## src/rtl/core/pvec_pkg.sv

```systemverilog
// Package for the plane vertex extent classifier: store geometry, fixed-point
// widths, codes, the state machine type and the record that moves along the cell row.
// No dependencies.
package pvec_pkg;

   localparam int VTX_DEPTH = 256;
   localparam int ADDR_W = $clog2(VTX_DEPTH);
   localparam int CNT_W = $clog2(VTX_DEPTH + 1);

   localparam int CSR_W = 9;
   localparam int INDEX_W = 8;
   localparam int CNT_CMP_W = (CNT_W > CSR_W) ? CNT_W : CSR_W;
   localparam int IDX_CMP_W = ((ADDR_W > INDEX_W) ? ADDR_W : INDEX_W) + 1;

   localparam int COORD_W = 24;
   localparam int NORM_W = 16;
   localparam int VTX_W = 3 * COORD_W;
   localparam int PROD_W = COORD_W + NORM_W;
   localparam int SUM_W = PROD_W + 1;
   localparam int FRAC_SHIFT = 14;
   localparam int DIST_W = 28;
   localparam int NUM_CELLS = 3;

   localparam logic signed [SUM_W-1:0] ROUND_BIAS = SUM_W'(1) << (FRAC_SHIFT - 1);
   localparam logic signed [DIST_W-1:0] DIST_HI = {1'b0, {(DIST_W-1){1'b1}}};
   localparam logic signed [DIST_W-1:0] DIST_LO = {1'b1, {(DIST_W-1){1'b0}}};

   localparam logic KIND_LOAD = 1'b0;
   localparam logic KIND_QUERY = 1'b1;

   typedef enum logic [1:0] {
      ST_IDLE,
      ST_RUN,
      ST_DRAIN,
      ST_FINISH
   } pvec_state_type;

   typedef struct packed {
      logic                    valid;
      logic                    last;
      logic [VTX_W-1:0]        coords;
      logic signed [SUM_W-1:0] sum;
   } pvec_lane_type;

endpackage

```

## src/rtl/core/pvec_cell.sv

```systemverilog
// One multiply-accumulate cell of the dot-product row: adds its normal component times
// the lowest coordinate of the passing vertex and hands the rest to its neighbor.
// Depends on pvec_pkg.
module pvec_cell (
   input  logic                                clock,
   input  logic                                reset,
   input  logic signed [pvec_pkg::NORM_W-1:0]  coef,
   input  pvec_pkg::pvec_lane_type             lane_in,
   output pvec_pkg::pvec_lane_type             lane_out
);

   logic signed [pvec_pkg::COORD_W-1:0] coord;
   logic signed [pvec_pkg::PROD_W-1:0]  prod;
   logic signed [pvec_pkg::SUM_W-1:0]   sum_in;
   logic                                valid_ff;
   logic                                last_ff;
   logic [pvec_pkg::VTX_W-1:0]          coords_ff;
   logic signed [pvec_pkg::SUM_W-1:0]   sum_ff;

   assign coord = lane_in.coords[pvec_pkg::COORD_W-1:0];
   assign prod = coef * coord;
   assign sum_in = lane_in.sum + {prod[pvec_pkg::PROD_W-1], prod};

   always_ff @(posedge clock) begin
      if (reset) begin
         valid_ff <= 1'b0;
         last_ff <= 1'b0;
      end else begin
         valid_ff <= lane_in.valid;
         last_ff <= lane_in.valid && lane_in.last;
      end
   end

   always_ff @(posedge clock) begin
      coords_ff <= lane_in.coords >> pvec_pkg::COORD_W;
      sum_ff <= sum_in;
   end

   assign lane_out.valid = valid_ff;
   assign lane_out.last = last_ff;
   assign lane_out.coords = coords_ff;
   assign lane_out.sum = sum_ff;

endmodule

```

## config.mk

```make
export PLATFORM = sky130hd
export DESIGN_NAME = pvec_cell
export DESIGN_NICKNAME = d
export VERILOG_FILES = /design/src/rtl/core/pvec_pkg.sv /design/src/rtl/core/pvec_cell.sv
export SDC_FILE = /design/constraint.sdc
export NUM_CORES = 1
export LEC_CHECK = 0
export ABC_CLOCK_PERIOD_IN_PS = 10900
export BUFFER_PORTS_ARGS = -buffer_cell sky130_fd_sc_hd__buf_4
export CORE_MARGIN = 3
export CORE_UTILIZATION = 40
export DETAILED_ROUTE_END_ITERATION = 16
export RECOVER_POWER = 50
export SYNTH_ARGS = -nofsm -noshare
export SYNTH_HDL_FRONTEND = slang
export SYNTH_SLANG_ARGS = --single-unit
```

## constraint.sdc

```tcl
create_clock -name clock -period 10.9 [get_ports clock]
set_input_delay 0.545 -clock clock [delete_from_list [all_inputs] [get_ports clock]]
set_output_delay 0.545 -clock clock [all_outputs]
set_load 0.01 [all_outputs]
```

==> impl_metrics.env <==
export IMPL_post_cts_buffers=0
export IMPL_syn_avg_cell_area_um2=9.07
export IMPL_grt_pass1_vias=14477
export IMPL_nets=2790
export IMPL_register_area_mm2=0.00182
export IMPL_initial_utilization_pct=41.0
export IMPL_period_needed_ns=8.61
export IMPL_critical_path_slowest_cell="o41ai_1"
export IMPL_cts_clk_slew_worst_paths_ns=0.06
export IMPL_htreeDepth=3
export IMPL_end_kind="flip-flop"
export IMPL_clockBufferDepth=2
export IMPL_vias=13700
export IMPL_boundaryPins=248
export IMPL_cts_buffers=9
export IMPL_multi_input_area_mm2=0.0140
export IMPL_core_mm2=0.0436
export IMPL_grt_first_pass_wirelength_um=74200
export IMPL_die_area_mm2=0.0473
export IMPL_die_h_um=218
export IMPL_cp_num_cells=30
export IMPL_fp_dieW_um=218
export IMPL_grt_remaining_overflow=0
export IMPL_synth_warning_count=0
export IMPL_rows=76
export IMPL_crit_buf_inv=4
export IMPL_wl_per_cell_um=16.9
export IMPL_ys_seq_elements=91
export IMPL_finalSetupTns_ns=0
export IMPL_dp_hpwl_um=38500
export IMPL_portBuffers=223
export IMPL_worstMarginPinSlew_ns=1.07
export IMPL_critPathArrivalTime_ns=8.84
export IMPL_hold_depth=1
export IMPL_finalHoldViolations=0
export IMPL_grtUsageTotal_pct=19.8
export IMPL_clock_sinks=91
export IMPL_drv_slew=0
export IMPL_status="finished, final reports clean"
export IMPL_routed_wl_um=46200
export IMPL_grt_setup_unrepaired="false"
export IMPL_max_freq_ghz=0.116
export IMPL_post_dp_cell_area_mm2=0.0200
export IMPL_cts_root_buf="clkbuf_16"
export IMPL_worstPathMaxFanout=24
export IMPL_ys_types=65
export IMPL_synth_edf_count=0
export IMPL_fillCellCount=4268
export IMPL_period_share_pct=79.0
export IMPL_ys_seq_area_share_pct=10.2
export IMPL_synth_cell_area_mm2=0.0179
export IMPL_antenna_found_initial=0
export IMPL_dr_pass1_iters=5
export IMPL_cp_top_family="adder cells"
export IMPL_drt_iter0_markers=726
export IMPL_slew_limit_headroom_pct=28.6
export IMPL_syn_to_final_growth_pct=12.4
export IMPL_viasPerCell=5.01
export IMPL_finalSetupViolations=0
export IMPL_gp_congestion=0.868
export IMPL_drive_gt1_share_pct=9.64
export IMPL_crit_path_frequent_cell="fa_1"
export IMPL_synthCells=1974
export IMPL_antenna_left=0
export IMPL_crit_type="input pin to flip-flop"
export IMPL_synthFlopType="dfxtp_1"
export IMPL_cts_tree="yes"
export IMPL_drc=0
export IMPL_postCtsHoldBufs=0
export IMPL_synthArstFlopShare_pct=0
export IMPL_grt_max_degree=25
export IMPL_start_kind="input pin"
export IMPL_final_area_mm2=0.0201
export IMPL_cts_resized=0
export IMPL_cpPeakStageDelay_ns=0.75
export IMPL_crit_required_ns=11.13
export IMPL_holdCritPathClass="input pin to flip-flop"
export IMPL_max_cap_viol_count=0
-- through the flow --
step                utilization, %  setup slack (ns)  instances  hold WS, ns
floorplan                        -              2.84       1997        0.573
global placement              45.8              2.12       2717        0.649
detailed placement            45.8              2.02       2717        0.651
CTS                           46.5              2.39       2733        0.263
global route                  46.1              1.88       2733        0.293
finish                        46.1              2.29       2734        0.318
-- metal layers --
layer | track usage (%) | up-vias | part of all wire [%]
met4 | 4.85 | 0 | 2.4
met3 | 2.33 | 66 | 4.8
met1 | 23.6 | 7019 | 38
li1 | - | 6232 | -
met2 | 37.7 | 383 | 55
met5 | 0 | - | 0
-- area by class of cell --
type	count	share of cell area [%]
multi-input combinational	1364	69.8
sequential	91	9.05
inverter	454	8.47
timing repair buffer	223	7.55
tap	585	3.64
clock buffer	11	1.21
clock inverter	5	0.305
antenna	1	0.0124
-- Yosys cell counts, types with 5 or more instances --
cell / number / area [um2]
nand4_1: 6 / 37.5
o21ai_0: 43 / 215
a21oi_1: 59 / 295
nor2b_1: 5 / 31.3
nand2_1: 246 / 923
o21a_1: 8 / 60.1
a21o_1: 38 / 285
xnor2_1: 54 / 473
nand3_1: 6 / 30.0
inv_1: 453 / 1700
buf_4: 26 / 195
and3_1: 6 / 37.5
nand2b_1: 15 / 93.8
nor3_1: 15 / 75.1
o21bai_1: 9 / 67.6
and4_1: 6 / 52.6
dfxtp_1: 91 / 1820
and2_1: 154 / 963
clkbuf_1: 62 / 233
nor2_1: 62 / 233
xor2_1: 17 / 149
ha_1: 139 / 1740
fa_1: 375 / 7510
a31oi_1: 10 / 62.6
a211oi_1: 5 / 37.5
-- placed cells by master, fill, tap and decap left out, drive strengths merged, types with 24 or more instances in the layout --
cell,n
xnor2,55
a21oi,60
nand2,246
conb,24
a21o,38
dfxtp,91
clkbuf,101
and2,154
fa,375
buf,133
o21ai,46
ha,139
inv,454
nor2,62
-- state kept, by name (all words and copies together) (netlist names) --
register / flops
last_ff: 1
valid_ff: 1
coords_ff: 48
sum_ff: 41
-- final timing paths --
| path | from | to | slack (ns) |
|---|---|---|---|
| worst max-delay path | coef[1] | sum_ff[40] | 2.29 |
| worst min-delay path | lane_in[101] | coords_ff[36] | 0.32 |
-- cell families (layout without fill, tap and decap cells) --
group           Yosys count  count (layout)  share of synthesized area [%]
buf+inv                 542             693                           11.9
simple gates            534             534                           14.4
compound gates          218             218                           8.15
mux                       1               1                         0.0559
other cells               1              25                         0.0209
xor+xnor                 73              73                           3.70
fa+ha+maj               514             514                           51.6
flops                    91              91                           10.2
Power is not shown: default switching activity piles up to over one toggle a cycle in this logic, so the estimate is an artifact.
