--- src/rtl/core/pvec_pkg.sv ---
// Package for the plane vertex extent classifier: store geometry, fixed-point
// widths, codes, the state machine type and the record that moves along the cell row.
// No dependencies.
package pvec_pkg;

   localparam int VTX_DEPTH = 256;
   localparam int ADDR_W = $clog2(VTX_DEPTH);
   localparam int CNT_W = $clog2(VTX_DEPTH + 1);

   localparam int CSR_W = 9;
   localparam int INDEX_W = 8;
   localparam int CNT_CMP_W = (CNT_W > CSR_W) ? CNT_W : CSR_W;
   localparam int IDX_CMP_W = ((ADDR_W > INDEX_W) ? ADDR_W : INDEX_W) + 1;

   localparam int COORD_W = 24;
   localparam int NORM_W = 16;
   localparam int VTX_W = 3 * COORD_W;
   localparam int PROD_W = COORD_W + NORM_W;
   localparam int SUM_W = PROD_W + 1;
   localparam int FRAC_SHIFT = 14;
   localparam int DIST_W = 28;
   localparam int NUM_CELLS = 3;

   localparam logic signed [SUM_W-1:0] ROUND_BIAS = SUM_W'(1) << (FRAC_SHIFT - 1);
   localparam logic signed [DIST_W-1:0] DIST_HI = {1'b0, {(DIST_W-1){1'b1}}};
   localparam logic signed [DIST_W-1:0] DIST_LO = {1'b1, {(DIST_W-1){1'b0}}};

   localparam logic KIND_LOAD = 1'b0;
   localparam logic KIND_QUERY = 1'b1;

   typedef enum logic [1:0] {
      ST_IDLE,
      ST_RUN,
      ST_DRAIN,
      ST_FINISH
   } pvec_state_type;

   typedef struct packed {
      logic                    valid;
      logic                    last;
      logic [VTX_W-1:0]        coords;
      logic signed [SUM_W-1:0] sum;
   } pvec_lane_type;

endpackage

--- src/rtl/core/pvec_extent.sv ---
// Distance and extent stage: rounds the dot product, subtracts the plane offset,
// saturates, and keeps the running minimum and maximum. Depends on pvec_pkg.
module pvec_extent (
   input  logic                                 clock,
   input  logic                                 reset,
   input  logic                                 start,
   input  logic signed [pvec_pkg::COORD_W-1:0]  offset,
   input  pvec_pkg::pvec_lane_type              lane_in,
   output logic signed [pvec_pkg::DIST_W-1:0]   dist_min,
   output logic signed [pvec_pkg::DIST_W-1:0]   dist_max,
   output logic                                 done
);

   localparam int Q_W = pvec_pkg::SUM_W - pvec_pkg::FRAC_SHIFT;
   localparam int WIDE_W = pvec_pkg::DIST_W + 1;

   logic signed [Q_W-1:0]                quot;
   logic signed [WIDE_W-1:0]             dist_wide;
   logic signed [pvec_pkg::DIST_W-1:0]   dist_sat;
   logic                                 dv_ff;
   logic                                 dl_ff;
   logic signed [pvec_pkg::DIST_W-1:0]   dist_ff;
   logic signed [pvec_pkg::DIST_W-1:0]   min_ff;
   logic signed [pvec_pkg::DIST_W-1:0]   max_ff;
   logic                                 done_ff;

   assign quot = lane_in.sum[pvec_pkg::SUM_W-1:pvec_pkg::FRAC_SHIFT];
   assign dist_wide = {{(WIDE_W-Q_W){quot[Q_W-1]}}, quot}
                    - {{(WIDE_W-pvec_pkg::COORD_W){offset[pvec_pkg::COORD_W-1]}}, offset};

   always_comb begin
      if (dist_wide[WIDE_W-1] != dist_wide[WIDE_W-2]) begin
         dist_sat = dist_wide[WIDE_W-1] ? pvec_pkg::DIST_LO : pvec_pkg::DIST_HI;
      end else begin
         dist_sat = dist_wide[pvec_pkg::DIST_W-1:0];
      end
   end

   always_ff @(posedge clock) begin
      if (reset) begin
         dv_ff <= 1'b0;
         dl_ff <= 1'b0;
         done_ff <= 1'b0;
      end else begin
         dv_ff <= lane_in.valid;
         dl_ff <= lane_in.valid && lane_in.last;
         done_ff <= dv_ff && dl_ff;
      end
   end

   always_ff @(posedge clock) begin
      dist_ff <= dist_sat;
      if (start) begin
         min_ff <= pvec_pkg::DIST_HI;
         max_ff <= pvec_pkg::DIST_LO;
      end else if (dv_ff) begin
         if (dist_ff < min_ff) begin
            min_ff <= dist_ff;
         end
         if (dist_ff > max_ff) begin
            max_ff <= dist_ff;
         end
      end
   end

   assign dist_min = min_ff;
   assign dist_max = max_ff;
   assign done = done_ff;

endmodule

--- config.mk ---
export PLATFORM = sky130hd
export DESIGN_NAME = pvec_extent
export DESIGN_NICKNAME = d
export VERILOG_FILES = /design/src/rtl/core/pvec_pkg.sv /design/src/rtl/core/pvec_extent.sv
export SDC_FILE = /design/constraint.sdc
export NUM_CORES = 1
export LEC_CHECK = 0
export ABC_CLOCK_PERIOD_IN_PS = 4600
export BUFFER_PORTS_ARGS = -buffer_cell sky130_fd_sc_hd__clkbuf_2
export CAP_MARGIN = 20
export CORE_ASPECT_RATIO = 0.8
export CORE_MARGIN = 4
export CORE_UTILIZATION = 57
export CTS_CLUSTER_SIZE = 10
export DETAILED_ROUTE_END_ITERATION = 8
export PLACE_DENSITY_LB_ADDON = 0.08
export SYNTH_ARGS = -nofsm -noshare
export SYNTH_HDL_FRONTEND = slang
export SYNTH_SLANG_ARGS = --single-unit
--- constraint.sdc ---
create_clock -name clock -period 4.6 [get_ports clock]
set_input_delay 0.69 -clock clock [delete_from_list [all_inputs] [get_ports clock]]
set_output_delay 0.69 -clock clock [all_outputs]
set_load 0.05 [all_outputs]
==> results_dict.tcl, run 1 <==
set metrics [dict create \
    wirelength_um 16800 \
    final_core_util_pct 67.1 \
    grt_max_degree 84 \
    area_growth_pct 14.2 \
    rows 35 \
    worst_setup_hold_path_clk_slew_ps 70 \
    grt_pass1_vias 5693 \
    cts_max_level 3 \
    startpoint_type "flop" \
    antenna_found_initial 0 \
    path_class "reg -> reg" \
    fin_total_pwr_mw 2.96 \
    peakVddDrop_mv 0.227 \
    leakage_nw 3.92 \
    cts_tree "done" \
    holdBufCountCts 0 \
    place_hpwl_um 12500 \
    setup_violations 0 \
    die_h_um 106 \
    clock_skew_ps 6.38 \
    cts.path.max_buffers 2 \
    drt_iter0_drc 412 \
    vias 6428 \
    gp_congestion 0.868 \
    max_cap_viol_count 0 \
    crit_fanout 18 \
    cts.sinks 87 \
    dr.pass1.iters 5 \
    cp.required_ps 4870 \
    synth_edf_count 0 \
    die_x_um 130 \
    vias_per_cell 5.55 \
    post_cts_resized 0 \
    overflow 0 \
    syn_area_sq_mm 0.00682 \
    postRouteAntennaNets 0 \
    finalHoldViolations 0 \
    arrival_ps 3450 \
    ys_seq_area_share_pct 25.5 \
    finalCriticalPeriod_ps 3180 \
    antennaDiodeCount 0 \
    synth_cell_types 63 \
    syn_nets 1138 \
    port-buffer-count 112 \
    postCtsSetupRepairBufs 0 \
    synth_cells 913 \
    wl_per_cell_um 14.5 \
    period_share_pct 69.2 \
    synth_seq_cells 87 \
    numCtsBuffers 9 \
    root_buffer "clkbuf_16" \
    grt_pass1_wl_um 27200 \
    maxSlewHeadroom_pct 30.0 \
    cp-end-kind "flop" \
    tightest_slew_ps 1050 \
    clock_latency_ps 340 \
    start_util_pct 58.7 \
    grt_setup_unrepaired "no" \
    grt_use_total_pct 24.0 \
    fmax_ghz 0.314 \
    drive_gt1_share_pct 14.5 \
    drc_errors 0 \
    final_common_cell "nor2_1" \
    fin_hold_ws_ps 419 \
    powerDensity_mw_per_mm2 380 \
    outcome "completed" \
    setup_tns_ps 0 \
    design.die.area_sq_mm 0.0138 \
    avgSynthCellArea_sq_um 7.47 \
    most-common-layout-cells "185 x nor2_1, 111 x clkbuf_2, 93 x inv_1" \
    yosysWarnings 0 \
    layout.nets 1231 \
    pin_count 199 \
    coreArea_sq_mm 0.0116 \
    slew_violations 0 \
    ys.flop_type "dfxtp_1" \
    hold_class "reg -> reg" \
    async_flop_share_pct 0 \
]
-- metrics by stage --
stage,area (sq um),setup WS (ps),std cells
2_1_floorplan,6820,1980,913
3_3_place_gp,7400,1480,1138
3_5_place_dp,7400,1410,1138
4_1_cts,7670,1400,1153
5_1_grt,7790,1260,1158
6_report,7790,1420,1158
-- routing by layer --
layer / wire length [um] / global-route usage (%) / share of wire, % / up-vias
met1: 8120 / 34.9 / 48 / 2890
met2: 7230 / 36.3 / 43 / 219
met4: 142 / 5.86 / 0.85 / 0
met3: 1260 / 4.86 / 7.5 / 10
met5: 0 / 0 / 0 / -
li1: - / - / - / 3309
-- registers in the layout, summed over array words and instances (netlist names) --
| name | flops |
|---|---|
| dist_max | 28 |
| dv_ff | 1 |
| dist_ff | 28 |
| dl_ff | 1 |
| dist_min | 28 |
| done | 1 |
-- path summary, 6_finish.rpt --
kind / start / endpoint / slack (ps) / depth (start not counted)
worst max-delay path: dist_ff[5] / dist_min[24] / 1420 / 9
worst max register to register: dist_ff[5] / dist_min[24] / 1420 / 9
worst min-delay path: dl_ff / done / 420 / 2
worst min register to register: dl_ff / done / 420 / 2
-- worst max-delay path, stage by stage, from the launching register on --
cell      delay (ps)
dfxtp_1          450
ha_1             290
a21o_1           180
a21o_1           160
a21oi_1          140
o211ai_1         120
a221oi_2         350
mux2i_4          820
buf_4            370
mux2i_1          210
-- logic make-up after synthesis --
logic type / share of synthesized area (%)
AO/OA/AOI/OAI: 19.4
XOR/XNOR: 1.54
adder cells (fa/ha/maj): 15.3
buffers and inverters: 8.35
flip-flops: 25.5
multiplexers: 4.70
AND/OR/NAND/NOR: 25.1
-- synth_stat cells, types with 8 or more instances --
cell	n	area, sq um
a21o_1	16	120
inv_1	93	349
o21ai_0	20	100
a21oi_1	40	200
ha_1	82	1030
o22ai_1	28	175
mux2i_1	32	320
nor2b_1	9	56.3
nand3_1	8	40.0
o211ai_1	32	240
buf_2	8	40.0
nand2b_1	62	388
nand2_1	55	206
clkbuf_1	25	93.8
nor2_1	185	694
nand4_1	13	81.3
nor3_1	10	50.1
dfxtp_1	87	1740
-- layout make-up --
class	instances	area, sq um
Multi-Input combinational cell	692	4520
Fill cell	1008	3820
Sequential cell	87	1740
Timing Repair Buffer	123	719
Inverter	93	349
Clock buffer	9	225
Tap cell	148	185
Clock inverter	6	47.5
-- power by group --
part | switching [mW] | internal [mW] | leakage [nW]
clock | 0.316 | 0.366 | 0.120
combinational | 0.805 | 0.451 | 3.08
sequential | 0.144 | 0.876 | 0.718
total | 1.26 | 1.69 | 3.92
Note: power is estimated with default switching activity, not from simulation.
==> run 2, diff against run 1 <==
ABC_CLOCK_PERIOD_IN_PS = 3200   (was 4600)
CORE_UTILIZATION = 53   (was 57)
clock period = 3.2 ns   (was 4.6 ns; I/O delays follow)
==> run 2 against run 1 <==
  * Via count shrank 0.39%
  * Clock skew rose by 1.3 ps
  * Fmax increased by 21%
  * Sequential power up 44%
  * Register-to-register slack got worse by 860 ps
  * Utilization down 3.3 points
  * Final cell count up 3.0%
  * Worst setup slack lost 860 ps
  * Sequential share of layout area down 0.31 points
  * Critical path depth rose by 1
  * Routed wire length up 2.8%
==> results_dict.tcl, run 2 (synthesis gave the netlist of run 1 again) <==
set metrics [dict create \
    postCtsSetupRepairBufs 0 \
    pin_count 199 \
    tightest_slew_ps 610 \
    p_int_mw 2.60 \
    holdBufCountCts 0 \
    numCtsBuffers 9 \
    dpl_cell_area_sq_mm 0.00757 \
    setup_tns_ps 0 \
    gp_congestion 0.867 \
    most-common-layout-cells "185 x nor2_1, 111 x clkbuf_2, 93 x inv_1" \
    die_x_um 135 \
    grt_pass1_wl_um 28300 \
    grt_setup_unrepaired "no" \
    cts_tree "done" \
    r2r_start "dist_max[27]" \
    p_seq_share_pct 33.2 \
    start_util_pct 55.0 \
    cp.required_ps 3490 \
    clock_latency_ps 350 \
    comb_power_share_pct 41.0 \
    wl_per_cell_um 14.4 \
    rows 36 \
    startpoint_type "flop" \
    setup_violations 0 \
    reg2reg_to "dist_max[6]" \
    coreArea_sq_mm 0.0124 \
    endpoint "dist_max[6]" \
    port-buffer-count 112 \
    grt_max_degree 82 \
    crit_fanout 16 \
    vias 6403 \
    post_cts_resized 0 \
    design.die.area_sq_mm 0.0148 \
    fin_total_pwr_mw 4.42 \
    area_growth_pct 15.8 \
    switching_share_pct 41.3 \
    finalHoldViolations 0 \
    max_cap_viol_count 0 \
    path_class "reg -> reg" \
    peakVddDrop_mv 0.263 \
    slew_violations 0 \
    cp-end-kind "flop" \
    cts_max_level 3 \
    final_common_cell "nor2_1" \
    critPathSlowestCell "dfxtp_1" \
    leakage_nw 3.99 \
    clockPowerShare_pct 25.8 \
    vias_per_cell 5.37 \
    postRouteAntennaNets 0 \
    drt_iter0_drc 388 \
    finalCriticalPeriod_ps 2640 \
    final_core_util_pct 63.8 \
    outcome "completed" \
    root_buffer "clkbuf_16" \
    overflow 0 \
    grt_use_total_pct 23.6 \
    die_h_um 109 \
    clock_skew_ps 7.69 \
    wirelength_um 17200 \
    hold_class "in -> reg" \
    arrival_ps 2930 \
    wl_met3_um 935 \
    p_switching_mw 1.82 \
    final_area_sq_mm 0.00790 \
    top_layer_used "met4" \
    cts.path.max_buffers 2 \
    worst_setup_hold_path_clk_slew_ps 60 \
    dr.pass1.iters 5 \
    drc_errors 0 \
    cpPeakStageDelay_ps 420 \
    period_share_pct 82.5 \
    maxSlewHeadroom_pct 59.3 \
    r2r_cells 10 \
    wl_met2_um 7370 \
    wl_met1_um 8760 \
    drive_gt1_share_pct 15.4 \
    place_hpwl_um 13400 \
    antenna_found_initial 0 \
    powerDensity_mw_per_mm2 560 \
    r2r_slack_ps 560 \
    grt_pass1_vias 5751 \
    fmax_ghz 0.379 \
    crit_chain "inv_1 > ha_1 > nand4_1 > nor4_2 > a21boi_1 > and2_1 > buf_4 > nor2_1 > o22ai_1 > nand2_1" \
    cts.sinks 87 \
    layout.nets 1242 \
    antennaDiodeCount 0 \
    startpoint "dist_max[27]" \
]
run 2: changes by cell type in the layout (fill, tap and decap cells not counted):
cell / change
buf_4: +14
bufinv_16: +2
buf_6: -1
clkinv_4: +1
buf_16: -3
clkbuf_1: +1
clkinvlp_4: -3
buf_12: +1
run 2: per-stage QoR:
stage                     setup WS [ps]  hold WS (ps)  std cells
after floorplan                     580           395        913
after global placement              466           416       1177
after detailed placement            426           414       1177
after CTS                           560           294       1193
after global routing                290           309       1193
final                               561           303       1193
run 2: final cells by class:
cell class                      instances  area [sq um]
Clock buffer                           10           229
Clock inverter                          6          93.8
Fill cell                            1130          4490
Inverter                               93           349
Multi-Input combinational cell        692          4520
Sequential cell                        87          1740
Tap cell                              171           214
Timing Repair Buffer                  134           751
run 2: critical path: cells and delay by family (launching register included):
kind                       cells  cell delay, ps
adders and majority gates      1             350
AOI/OAI and AO/OA              2             260
buffers and inverters          2             370
DFF                            1             420
and+or+nand+nor                5            1170
run 2: how the worst min path moves through the flow:
stage | from | to | slack, ps | cells after the start
after floorplan | dl_ff | done | 400 | 2
after global placement | dl_ff | done | 420 | 2
after detailed placement | dl_ff | done | 410 | 2
after CTS | reset | done | 290 | 2
after global routing | reset | done | 310 | 2
final | reset | done | 300 | 2
run 2: power groups by stage:
stage	Sequential (mW)	Combinational [mW]	Clock, mW
2_1_floorplan	1.75	1.03	0
3_3_place_gp	1.48	1.78	0
3_5_place_dp	1.49	1.80	0
4_1_cts	1.46	1.81	1.16
5_1_grt	1.49	2.02	1.20
6_report	1.47	1.81	1.14
run 2: routing by layer:
metal / track usage (%) / up-vias
li1: - / 3349
met1: 34.4 / 2888
met2: 37.0 / 155
met3: 3.52 / 11
met4: 5.38 / 0
met5: 0 / -
==> run 3, diff against run 2 <==
ABC_CLOCK_PERIOD_IN_PS = 2700   (was 3200)
clock period = 2.7 ns   (was 3.2 ns; I/O delays follow)
==> run 3 against run 2 <==
  * Register-to-register slack lost 400 ps
  * Sequential power grew 18%
  * Die area is the same
  * Power grew 18%
  * Routed wire length grew 0.14%
  * Flip-flop and latch count is the same
  * Combinational power grew 23%
  * Sequential share of layout area shrank 0.34 points
  * Clock skew grew 2.9 ps
  * Largest cell class unchanged
==> results_dict.tcl, run 3 (synthesis gave the netlist of run 1 again) <==
set metrics [dict create \
    grt_pass1_vias 5881 \
    most-common-layout-cells "185 x nor2_1, 111 x clkbuf_2, 93 x inv_1" \
    dp_cells 1188 \
    finalHoldViolations 0 \
    outcome "completed" \
    grt_setup_unrepaired "no" \
    final_core_util_pct 64.8 \
    crit_chain "inv_1 > ha_1 > nand4_1 > nor4_2 > buf_4 > a21boi_1 > and2_2 > buf_4 > nor2_1 > o211ai_1 > nand2_1" \
    grt_pass1_wl_um 28500 \
    vias 6424 \
    drt_iter0_drc 446 \
    multi_input_area_sq_mm 0.00452 \
    numCtsBuffers 9 \
    finalCriticalPeriod_ps 2540 \
    gp_congestion 0.857 \
    worstHoldPathCells 2 \
    die_h_um 109 \
    cts.sinks 87 \
    path_class "reg -> reg" \
    root_buffer "clkbuf_16" \
    r2r_cells 11 \
    clock_skew_ps 10.6 \
    fin_total_pwr_mw 5.24 \
    cts_tree "done" \
    holdBufCountCts 0 \
    setup_tns_ps 0 \
    ff_latch_area_sq_mm 0.00174 \
    hold_class "in -> reg" \
    final_common_cell "nor2_1" \
    fin_hold_ws_ps 224 \
    peakVddDrop_mv 0.362 \
    startpoint_type "flop" \
    cp-end-kind "flop" \
    wirelength_um 17200 \
    grt_use_total_pct 23.8 \
    crit_fanout 11 \
    dr.pass1.iters 5 \
    layout.nets 1253 \
    arrival_ps 2780 \
    rows 36 \
    cpPeakStageDelay_ps 460 \
    leakage_nw 4.06 \
    cp.required_ps 2940 \
    powerDensity_mw_per_mm2 652 \
    port-buffer-count 112 \
    fin_cells 1204 \
    postRouteAntennaNets 0 \
    antennaDiodeCount 0 \
    slew_violations 0 \
    drive_gt1_share_pct 16.5 \
    postCtsSetupRepairBufs 0 \
    wl_per_cell_um 14.3 \
    antenna_found_initial 0 \
    post_cts_resized 0 \
    vias_per_cell 5.34 \
    drc_errors 0 \
    design.die.area_sq_mm 0.0148 \
    cpMostUsedCell "buf_4" \
    critPathSlowestCell "dfxtp_1" \
    worst_setup_hold_path_clk_slew_ps 70 \
    num-fill-cells 1100 \
    r2r_slack_ps 160 \
    setup_violations 0 \
    place_hpwl_um 13100 \
    start_util_pct 55.0 \
    cts.path.max_buffers 2 \
    cts_max_level 3 \
    die_x_um 135 \
    area_growth_pct 17.7 \
    pin_count 199 \
    coreArea_sq_mm 0.0124 \
    overflow 0 \
    period_share_pct 94.0 \
    max_cap_viol_count 0 \
    fmax_ghz 0.394 \
    maxSlewHeadroom_pct 70.3 \
    clock_latency_ps 350 \
    grt_max_degree 115 \
    tightest_slew_ps 439 \
]
[run 3: path summary, 6_finish.rpt]
check            endpoint    startpoint
max          dist_max[26]  dist_max[27]
min                  done         reset
max reg2reg  dist_max[26]  dist_max[27]
min reg2reg          done         dl_ff
[run 3: layout make-up]
type	instances	share of cell area (%)
Multi-Input combinational cell	692	56.3
Timing Repair Buffer	145	11.2
Clock inverter	6	0.951
Sequential cell	87	21.7
Clock buffer	10	2.85
Tap cell	171	2.67
Inverter	93	4.35
[run 3: metrics by stage]
stage / setup WS (ps) / instance area, sq um
after global routing: 2.31 / 8030
after global placement: 87.6 / 7720
final: 162 / 8030
after floorplan: 80.4 / 6820
after CTS: 115 / 8030
after detailed placement: 64.0 / 7720
[run 3: layer usage]
layer | global-route usage (%) | vias up | share of wire [%]
met3 | 4.67 | 9 | 5.6
li1 | - | 3373 | -
met4 | 5.16 | 0 | 0.86
met1 | 34.1 | 2870 | 51
met2 | 37.3 | 172 | 43
met5 | 0 | - | 0
[run 3: report_power, final]
part | switching (mW) | internal (mW)
combinational | 1.40 | 0.817
sequential | 0.239 | 1.49
clock | 0.555 | 0.734
total | 2.19 | 3.04
[run 3: critical path: cells and delay by family, from the launching register on]
kind / cells / cell delay, ps
simple gates: 5 / 720
flops: 1 / 460
buf+inv: 3 / 460
compound gates: 2 / 430
fa+ha+maj: 1 / 360
